--- src/rtl/core/bte_pkg.sv ---
// Shared types, widths and glyph decode helpers for the bitmap text pixel emitter.
// No dependencies.
package bte_pkg;

    localparam int MAX_COLUMNS = 256;
    localparam int COL_W       = (MAX_COLUMNS > 1) ? $clog2(MAX_COLUMNS) : 1;

    localparam int CODE_W   = 8;
    localparam int ORG_W    = 12;
    localparam int SCALE_W  = 4;
    localparam int X_W      = 16;
    localparam int Y_W      = 13;
    localparam int ROW_W    = 3;
    localparam int BITS_W   = 8;
    localparam int GLYPH_COUNT = 36;
    localparam int GLYPH_W  = $clog2(GLYPH_COUNT);
    localparam int CFG_IDX_W  = 2;
    localparam int CFG_DATA_W = 12;

    localparam logic [CFG_IDX_W-1:0] REG_ORIGIN_X    = 2'd0;
    localparam logic [CFG_IDX_W-1:0] REG_ORIGIN_Y    = 2'd1;
    localparam logic [CFG_IDX_W-1:0] REG_PIXEL_SCALE = 2'd2;

    typedef struct packed {
        logic [ORG_W-1:0]   origin_x;
        logic [ORG_W-1:0]   origin_y;
        logic [SCALE_W-1:0] scale;      // effective scale, never zero
    } cfg_t;

    typedef struct packed {
        logic               en;
        logic [GLYPH_W-1:0] glyph;
        logic [ROW_W-1:0]   row;
    } rom_req_t;

    typedef struct packed {
        logic               hit;
        logic [GLYPH_W-1:0] idx;
    } glyph_sel_t;

    // Case fold, then map A-Z to 0..25 and 0-9 to 26..35; anything else misses.
    function automatic glyph_sel_t glyph_decode(input logic [CODE_W-1:0] code);
        logic [CODE_W-1:0] c;
        glyph_sel_t        sel;
        c = code;
        sel.hit = 1'b0;
        sel.idx = '0;
        if (c >= 8'h61 && c <= 8'h7A) c = c - 8'd32;
        if (c >= 8'h41 && c <= 8'h5A) begin
            sel.hit = 1'b1;
            sel.idx = GLYPH_W'(c - 8'h41);
        end else if (c >= 8'h30 && c <= 8'h39) begin
            sel.hit = 1'b1;
            sel.idx = GLYPH_W'(c - 8'h30 + 8'd26);
        end
        return sel;
    endfunction

    // Scan position {row, col} of the final set bit of each glyph.
    function automatic logic [ROW_W+2:0] last_pos(input logic [GLYPH_W-1:0] idx);
        logic [ROW_W+2:0] p;
        case (idx)
            6'd0:  p = 6'd54;
            6'd1:  p = 6'd52;
            6'd2:  p = 6'd53;
            6'd3:  p = 6'd52;
            6'd4:  p = 6'd52;
            6'd5:  p = 6'd48;
            6'd6:  p = 6'd53;
            6'd7:  p = 6'd53;
            6'd8:  p = 6'd53;
            6'd9:  p = 6'd53;
            6'd10: p = 6'd53;
            6'd11: p = 6'd52;
            6'd12: p = 6'd53;
            6'd13: p = 6'd53;
            6'd14: p = 6'd53;
            6'd15: p = 6'd48;
            6'd16: p = 6'd63;
            6'd17: p = 6'd53;
            6'd18: p = 6'd53;
            6'd19: p = 6'd52;
            6'd20: p = 6'd53;
            6'd21: p = 6'd53;
            6'd22: p = 6'd53;
            6'd23: p = 6'd55;
            6'd24: p = 6'd52;
            6'd25: p = 6'd54;
            6'd26: p = 6'd53;
            6'd27: p = 6'd54;
            6'd28: p = 6'd54;
            6'd29: p = 6'd53;
            6'd30: p = 6'd53;
            6'd31: p = 6'd53;
            6'd32: p = 6'd53;
            6'd33: p = 6'd49;
            6'd34: p = 6'd53;
            6'd35: p = 6'd53;
            default: p = '1;
        endcase
        return p;
    endfunction

endpackage

--- src/rtl/core/bitmap_text_pixel_emitter.sv ---
// Top level of the bitmap text pixel emitter: configuration registers and unit hookup.
// Depends on bte_pkg, bte_glyph_rom, bte_scan.
//
//  channel  | ports           | tdata (low bit up)                    | tuser / tlast
//  ---------+-----------------+---------------------------------------+-------------------
//  input    | s_tvalid/tready | char_code[7:0]                        | tuser: start_of_text
//  output   | m_tvalid/tready | block_x[15:0] block_y[28:16] size[32:29] | tlast: last_of_char
//  config   | cfg_wr_*        | 0 origin_x, 1 origin_y, 2 pixel_scale | -
//
// A glyph character is accepted, then its first ROM row is loaded, then it is scanned
// glyph bit by glyph bit; each later row is read from the glyph ROM a row ahead, so it
// is waiting when the current row ends. Blank and unknown codes are accepted without a scan.
// Output stalls hold the scan only on set bits. Reset is synchronous, active low;
// pixel_scale resets to 1 and a written 0 acts as 1.
module bitmap_text_pixel_emitter (
    input  logic                              aclk,
    input  logic                              aresetn,
    input  logic                              cfg_wr_en,
    input  logic [bte_pkg::CFG_IDX_W-1:0]     cfg_wr_index,
    input  logic [bte_pkg::CFG_DATA_W-1:0]    cfg_wr_data,
    input  logic                              s_tvalid,
    output logic                              s_tready,
    input  logic [7:0]                        s_tdata,   // [7:0] char_code
    input  logic [0:0]                        s_tuser,   // [0] start_of_text
    output logic                              m_tvalid,
    input  logic                              m_tready,
    output logic [39:0]                       m_tdata,   // [15:0] x, [28:16] y, [32:29] size
    output logic                              m_tlast    // last_of_char
);
    import bte_pkg::*;

    logic [ORG_W-1:0]   origin_x_reg;
    logic [ORG_W-1:0]   origin_y_reg;
    logic [SCALE_W-1:0] scale_reg;
    cfg_t               cfg;
    rom_req_t           rom_req;
    logic [BITS_W-1:0]  rom_data;
    logic [X_W-1:0]     block_x;
    logic [Y_W-1:0]     block_y;
    logic [SCALE_W-1:0] block_size;

    always_ff @(posedge aclk) begin
        if (!aresetn) begin
            origin_x_reg <= '0;
            origin_y_reg <= '0;
            scale_reg    <= SCALE_W'(1);
        end else if (cfg_wr_en) begin
            case (cfg_wr_index)
                REG_ORIGIN_X:    origin_x_reg <= cfg_wr_data[ORG_W-1:0];
                REG_ORIGIN_Y:    origin_y_reg <= cfg_wr_data[ORG_W-1:0];
                REG_PIXEL_SCALE: scale_reg    <= cfg_wr_data[SCALE_W-1:0];
                default: ;
            endcase
        end
    end

    assign cfg.origin_x = origin_x_reg;
    assign cfg.origin_y = origin_y_reg;
    assign cfg.scale    = (scale_reg == '0) ? SCALE_W'(1) : scale_reg;

    bte_glyph_rom u_rom (
        .aclk    (aclk),
        .req     (rom_req),
        .rd_data (rom_data)
    );

    bte_scan u_scan (
        .aclk          (aclk),
        .aresetn       (aresetn),
        .cfg           (cfg),
        .s_tvalid      (s_tvalid),
        .s_tready      (s_tready),
        .char_code     (s_tdata[CODE_W-1:0]),
        .start_of_text (s_tuser[0]),
        .rom_req       (rom_req),
        .rom_data      (rom_data),
        .m_tvalid      (m_tvalid),
        .m_tready      (m_tready),
        .block_x       (block_x),
        .block_y       (block_y),
        .block_size    (block_size),
        .last_of_char  (m_tlast)
    );

    assign m_tdata = {7'd0, block_size, block_y, block_x};

endmodule

--- src/rtl/core/bte_glyph_rom.sv ---
// Synchronous 8x8 glyph ROM, one row per read; the row is registered.
// Depends on bte_pkg.
module bte_glyph_rom (
    input  logic                        aclk,
    input  bte_pkg::rom_req_t           req,
    output logic [bte_pkg::BITS_W-1:0]  rd_data
);
    import bte_pkg::*;

    // Row 0 in the top byte, bit 7 of a row is the leftmost pixel.
    localparam logic [63:0] GLYPHS [GLYPH_COUNT] = '{
        64'h3C66427E42424200, 64'hF88484F88484F800, 64'h3C42404040423C00,
        64'hF88484848484F800, 64'hF88080F08080F800, 64'hF88080F080808000,
        64'h7C8080BE82827C00, 64'h848484FE84848400, 64'h3C10101010103C00,
        64'h3C08080808887C00, 64'h8488B0C0B0888400, 64'h808080808080F800,
        64'h84C6A6A6A6848400, 64'h84C4A4948C868400, 64'h7C82828282827C00,
        64'hF88484F880808000, 64'h7C8282BE82827E01, 64'hF88484F888848400,
        64'h7C82807C02017C00, 64'hFC08080808080800, 64'h8484848484847C00,
        64'h8484848484847C00, 64'h8484A4A4A4848400, 64'h8142241824428100,
        64'h8484847C08080800, 64'hFE0408102040FE00, 64'h7C82929292827C00,
        64'h081828080808_3E00, 64'h7C82021C2040FE00, 64'h7C82023C02827C00,
        64'h0C142444FE040400, 64'hFE8080FC02827C00, 64'h7C8280FC82827C00,
        64'hFE02040810204000, 64'h7C82827C82827C00, 64'h7C82827E02827C00
    };

    logic [63:0] glyph_word;

    assign glyph_word = (req.glyph < GLYPH_W'(GLYPH_COUNT)) ? GLYPHS[req.glyph] : '0;

    always_ff @(posedge aclk) begin
        if (req.en) begin
            rd_data <= glyph_word[63 - 8 * req.row -: 8];
        end
    end

endmodule

--- src/rtl/core/bte_scan.sv ---
// Glyph scan sequencer: column tracking, ROM row fetch, block coordinates, output register.
// Depends on bte_pkg; drives bte_glyph_rom.
module bte_scan (
    input  logic                          aclk,
    input  logic                          aresetn,
    input  bte_pkg::cfg_t                 cfg,
    input  logic                          s_tvalid,
    output logic                          s_tready,
    input  logic [bte_pkg::CODE_W-1:0]    char_code,
    input  logic                          start_of_text,
    output bte_pkg::rom_req_t             rom_req,
    input  logic [bte_pkg::BITS_W-1:0]    rom_data,
    output logic                          m_tvalid,
    input  logic                          m_tready,
    output logic [bte_pkg::X_W-1:0]       block_x,
    output logic [bte_pkg::Y_W-1:0]       block_y,
    output logic [bte_pkg::SCALE_W-1:0]   block_size,
    output logic                          last_of_char
);
    import bte_pkg::*;

    typedef enum logic [1:0] {IDLE, LOAD, SCAN} state_t;

    state_t               state_reg;
    logic [COL_W-1:0]     column_reg;
    logic [GLYPH_W-1:0]   glyph_reg;
    logic [ROW_W-1:0]     row_reg;
    logic [2:0]           col_reg;
    logic [BITS_W-1:0]    bits_reg;
    logic [X_W-1:0]       base_x_reg;
    logic [X_W-1:0]       x_reg;
    logic [Y_W-1:0]       y_reg;
    logic                 m_valid_reg;
    logic [X_W-1:0]       m_x_reg;
    logic [Y_W-1:0]       m_y_reg;
    logic [SCALE_W-1:0]   m_size_reg;
    logic                 m_last_reg;

    glyph_sel_t           sel;
    logic                 accept;
    logic [COL_W-1:0]     column_eff;
    logic [COL_W-1:0]     column_next;
    logic [COL_W+SCALE_W-1:0] col_prod;
    logic [COL_W+SCALE_W+2:0] col_off;
    logic [X_W-1:0]       base_x_next;
    logic                 out_free;
    logic                 pix_bit;
    logic                 step;
    logic                 load_out;
    logic                 row_end;

    assign sel        = glyph_decode(char_code);
    assign s_tready   = (state_reg == IDLE);
    assign accept     = s_tvalid && s_tready;
    assign column_eff = start_of_text ? '0 : column_reg;
    assign column_next = (32'(column_eff) < MAX_COLUMNS - 1) ? column_eff + 1'b1 : column_eff;
    assign col_prod   = column_eff * cfg.scale;
    assign col_off    = {col_prod, 3'b000};
    assign base_x_next = X_W'(cfg.origin_x) + X_W'(col_off);

    assign out_free = !m_valid_reg || m_tready;
    assign pix_bit  = bits_reg[3'd7 - col_reg];
    assign step     = (state_reg == SCAN) && (!pix_bit || out_free);
    assign load_out = step && pix_bit;
    assign row_end  = step && (col_reg == 3'd7);

    always_comb begin
        rom_req.en    = 1'b0;
        rom_req.glyph = glyph_reg;
        rom_req.row   = row_reg + 3'd2;  // next-but-one row; wrap past row 7 is never used
        case (state_reg)
            IDLE: begin
                rom_req.en    = accept;
                rom_req.glyph = sel.idx;
                rom_req.row   = '0;
            end
            LOAD: begin
                rom_req.en  = 1'b1;
                rom_req.row = 3'd1;
            end
            SCAN:    rom_req.en = row_end;
            default: rom_req.en = 1'b0;
        endcase
    end

    always_ff @(posedge aclk) begin
        if (!aresetn) begin
            state_reg   <= IDLE;
            column_reg  <= '0;
            row_reg     <= '0;
            col_reg     <= '0;
            m_valid_reg <= 1'b0;
        end else begin
            if (load_out) begin
                m_valid_reg <= 1'b1;
                m_x_reg     <= x_reg;
                m_y_reg     <= y_reg;
                m_size_reg  <= cfg.scale;
                m_last_reg  <= ({row_reg, col_reg} == last_pos(glyph_reg));
            end else if (m_tready) begin
                m_valid_reg <= 1'b0;
            end
            case (state_reg)
                IDLE: begin
                    if (accept) begin
                        column_reg <= column_next;
                        glyph_reg  <= sel.idx;
                        base_x_reg <= base_x_next;
                        x_reg      <= base_x_next;
                        y_reg      <= Y_W'(cfg.origin_y);
                        if (sel.hit) state_reg <= LOAD;
                    end
                end
                LOAD: begin
                    bits_reg  <= rom_data;
                    state_reg <= SCAN;
                end
                SCAN: begin
                    if (step) begin
                        col_reg <= col_reg + 3'd1;
                    end
                    if (row_end) begin
                        row_reg  <= row_reg + 3'd1;
                        x_reg    <= base_x_reg;
                        y_reg    <= y_reg + Y_W'(cfg.scale);
                        bits_reg <= rom_data;
                        if (row_reg == 3'd7) state_reg <= IDLE;
                    end else if (step) begin
                        x_reg <= x_reg + X_W'(cfg.scale);
                    end
                end
                default: state_reg <= IDLE;
            endcase
        end
    end

    assign m_tvalid     = m_valid_reg;
    assign block_x      = m_x_reg;
    assign block_y      = m_y_reg;
    assign block_size   = m_size_reg;
    assign last_of_char = m_last_reg;

`ifndef ASSERT_OFF
    a_idle_pos: assert property (@(posedge aclk) disable iff (!aresetn)
        state_reg == IDLE |-> row_reg == '0 && col_reg == '0)
        else $error("scan position not cleared between characters");
    a_load_scan: assert property (@(posedge aclk) disable iff (!aresetn)
        state_reg == LOAD |=> state_reg == SCAN)
        else $error("first row load did not enter scan");
    a_last_row: assert property (@(posedge aclk) disable iff (!aresetn)
        load_out && ({row_reg, col_reg} == last_pos(glyph_reg)) |-> row_reg >= 3'd6)
        else $error("final block flagged too early in the glyph");
    a_no_drop: assert property (@(posedge aclk) disable iff (!aresetn)
        load_out |-> out_free)
        else $error("block written over a pending transaction");
`endif

endmodule
--- config.mk ---
export PLATFORM = sky130hd
export DESIGN_NAME = bitmap_text_pixel_emitter
export DESIGN_NICKNAME = d
export VERILOG_FILES = /design/src/rtl/core/bte_pkg.sv /design/src/rtl/core/bitmap_text_pixel_emitter.sv /design/src/rtl/core/bte_glyph_rom.sv /design/src/rtl/core/bte_scan.sv
export SDC_FILE = /design/constraint.sdc
export NUM_CORES = 1
export LEC_CHECK = 0
export ABC_CLOCK_PERIOD_IN_PS = 6600
export BUFFER_PORTS_ARGS = -buffer_cell sky130_fd_sc_hd__buf_2
export CORE_MARGIN = 10
export CORE_UTILIZATION = 50
export CTS_CLUSTER_DIAMETER = 120
export CTS_CLUSTER_SIZE = 24
export DETAILED_ROUTE_END_ITERATION = 6
export GPL_ROUTABILITY_DRIVEN = 0
export PLACE_DENSITY = 0.68
export SYNTH_ARGS = -nofsm -noshare
export SYNTH_HDL_FRONTEND = slang
export SYNTH_SLANG_ARGS = --single-unit
--- constraint.sdc ---
create_clock -name aclk -period 6.6 [get_ports aclk]
set_clock_uncertainty 0.1 [all_clocks]
set_input_delay 1.32 -clock aclk [delete_from_list [all_inputs] [get_ports aclk]]
set_output_delay 1.32 -clock aclk [all_outputs]
set_load 0.005 [all_outputs]
==> flow_summary.ini <==
[power_and_ir_drop]
p_leak_nw = 4.55
peakVddDrop_mv = 0.153
p_sw_frac = 0.327
seqPwrFrac = 0.410
p_total_mw = 2.64
powerDensity_mw_per_mm2 = 226
power_switching_mw = 0.861
p_clk_frac = 0.365
comb_power_share = 0.225
intPower_mw = 1.78

[die]
initial_core_util = 0.507
io_pins = 71
die_w_um = 166
coreArea_mm2 = 0.0210
die-height_um = 166
dieArea_mm2 = 0.0275
fp-row-count = 53

[placement]
dp.cells = 1431
portBuffers = 63
dp_hpwl_mm = 19.6

[setup_path]
critPathSlowestCell = fa_1
crit_chain = buf_2, nor2b_1, nand2_1, fa_1, inv_1, fa_1, inv_1, fa_1, nor2b_1, o21ai_0, a21boi_0, o21ai_0, a21boi_0, nor2_1, ha_1, nand2_1, o21ai_0, nand2_1, nor3_1, xnor2_1, a221o_1
reg2reg_setup_slack_ns = 1.32
crit_path_start_kind = input pin
arrival_ns = 5.99
critPathTopFamily = adder cells
worstPathMaxFanout = 19
cp-end-kind = register
crit_buf_inv = 3
max_stage_delay_ns = 0.56
critPathKind = input pin to register
worstPathRequired_ns = 6.66

[sta]
hold_viol_final = 0
setup_viol = 0
tightest_slew_ns = 1.18
fin_setup_tns_ns = 0
rsz0062_at_grt = no
slew_violations = 0
slew_headroom = 0.209
period_share = 0.898
fmax_ghz = 0.169
min_period_ns = 5.93

[synth]
synth.distinct_cells = 88
avgSynthCellArea_um2 = 9.29
synth-edff-count = 101
yosysWarnings = 0
async_flop_share = 0
ys_top_cells_by_area = edfxtp_1 (29%), dfxtp_1 (9.2%), ha_1 (7.0%), nand2_1 (4.6%), o21ai_0 (3.9%)
yosys.area.top_type = edfxtp_1
syn_area_mm2 = 0.0106
yosysSeqAreaShare = 0.378
ys_ff_latch = 150
synthCells = 1143
ys.flop_type = edfxtp_1
synthDominantCellAreaShare = 0.286

[global_route]
antenna_found_initial = 1
grt_pass1_vias = 8392
grt_first_pass_wirelength_mm = 44.2
track_usage = 0.190
grt_max_degree = 49
grt-ovfl-total = 0

[clock_network]
numCtsBuffers = 17
clkTransAtPathRegs_ns = 0.07
insertion_delay_ns = 0.42
cts_tree = done
clockBufferDepth = 2
post_cts_buffers = 0
clock_sinks = 150
h-tree-depth = 4
cts_root_buf = clkbuf_16
cts_resized = 0
cts_hold_buffers = 0

[routing]
drt_first_pass_iters = 7
via_count = 8890
finalWirelength_mm = 27.5
ant_nets = 0
post_drt_wl_per_cell_um = 18.8
via_per_inst = 6.08
drc = 1
drt_iter0_markers = 1129

[finish]
nets = 1277
area_delta_synth_final_pct = 10.0
n_antenna_cell = 0
nFillCells = 1885
final_cells = 1463
drive_above_1_share = 0.139

[status]
outcome = complete, but fails checks
violations = DRC

[worst_hold_path]
hp-class = register to register

[job]
drv_cap = 0
## path summary, 6_finish.rpt
path | startpoint | end | cells past startpoint
worst max-delay path | s_tuser | u_scan.x_reg[14] | 21
worst min-delay path | u_rom.rd_data[7] | u_scan.bits_reg[7] | 0
worst max register to register | scale_reg[2] | u_scan.x_reg[14] | 20
worst min register to register | u_rom.rd_data[7] | u_scan.bits_reg[7] | 0
## synthesized netlist by cell type (16+ instances only)
cell type,instances
nand2_1,130
edfxtp_1,101
o21ai_0,83
a21oi_1,71
nor2_1,60
ha_1,59
dfxtp_1,49
inv_1,48
clkbuf_1,42
nor2b_1,36
and2_1,28
xnor2_1,25
mux2i_1,24
a21boi_0,23
xor2_1,23
nand3_1,22
a22oi_1,17
buf_2,16
## routing by layer
metal  vias to the layer above  part of all wire  track usage
met4                         0             0.027       0.0636
met2                       443              0.43        0.281
met3                        88             0.089       0.0469
met1                      4131              0.45        0.265
li1                       4228                 -            -
met5                         -                 0            0
## area by class of cell
type	instances	area, um2	area share
clock buffer	17	425	0.0364
clock inverter	15	181	0.0155
inverter	52	195	0.0167
multi-input combinational	868	6040	0.517
sequential	150	4010	0.343
tap	275	344	0.0294
timing repair buffer	86	488	0.0418
## stage by stage
stage,instance area (um2),utilization,hold WS (ns),setup slack [ns]
2_1_floorplan,10600,-,0.300,0.513
3_3_place_gp,11100,0.529,0.305,0.421
3_5_place_dp,11100,0.529,0.305,0.273
4_1_cts,11700,0.558,0.321,0.713
5_1_grt,11700,0.558,0.329,0.201
6_report,11700,0.558,0.320,0.674
## placed cells by master (no fill, tap or decap), types with 17 or more instances in the layout
master     count
nor2_1        60
xnor2_1       25
a21boi_0      23
xor2_1        23
edfxtp_1     101
clkbuf_16     17
o21ai_0       83
mux2i_1       24
buf_4         23
a22oi_1       17
a21oi_1       71
dfxtp_1       49
and2_1        28
nand2_1      130
ha_1          59
nand3_1       22
inv_1         48
buf_2         63
nor2b_1       36
## power by group through the flow
stage               logic [mW]  registers (mW)  clock network, mW
floorplan                0.428            1.09                  0
global placement         0.564            1.10                  0
detailed placement       0.565            1.10                  0
CTS                      0.569            1.08              0.972
global route             0.635            1.09               1.01
finish                   0.592            1.08              0.963
## logic make-up (layout without fill, tap and decap cells)
logic type | count (synthesis) | count (layout) | synth area share
muxes | 33 | 33 | 0.0343
DFF | 150 | 150 | 0.378
xor gates and xnor gates | 48 | 48 | 0.0396
and+or+nand+nor | 359 | 359 | 0.167
buffers and inverters | 131 | 170 | 0.0567
adders and majority gates | 74 | 74 | 0.0978
other | 1 | 7 | 0.000353
AOI/OAI and AO/OA | 347 | 347 | 0.227
Note: power is estimated with default switching activity, not from simulation.
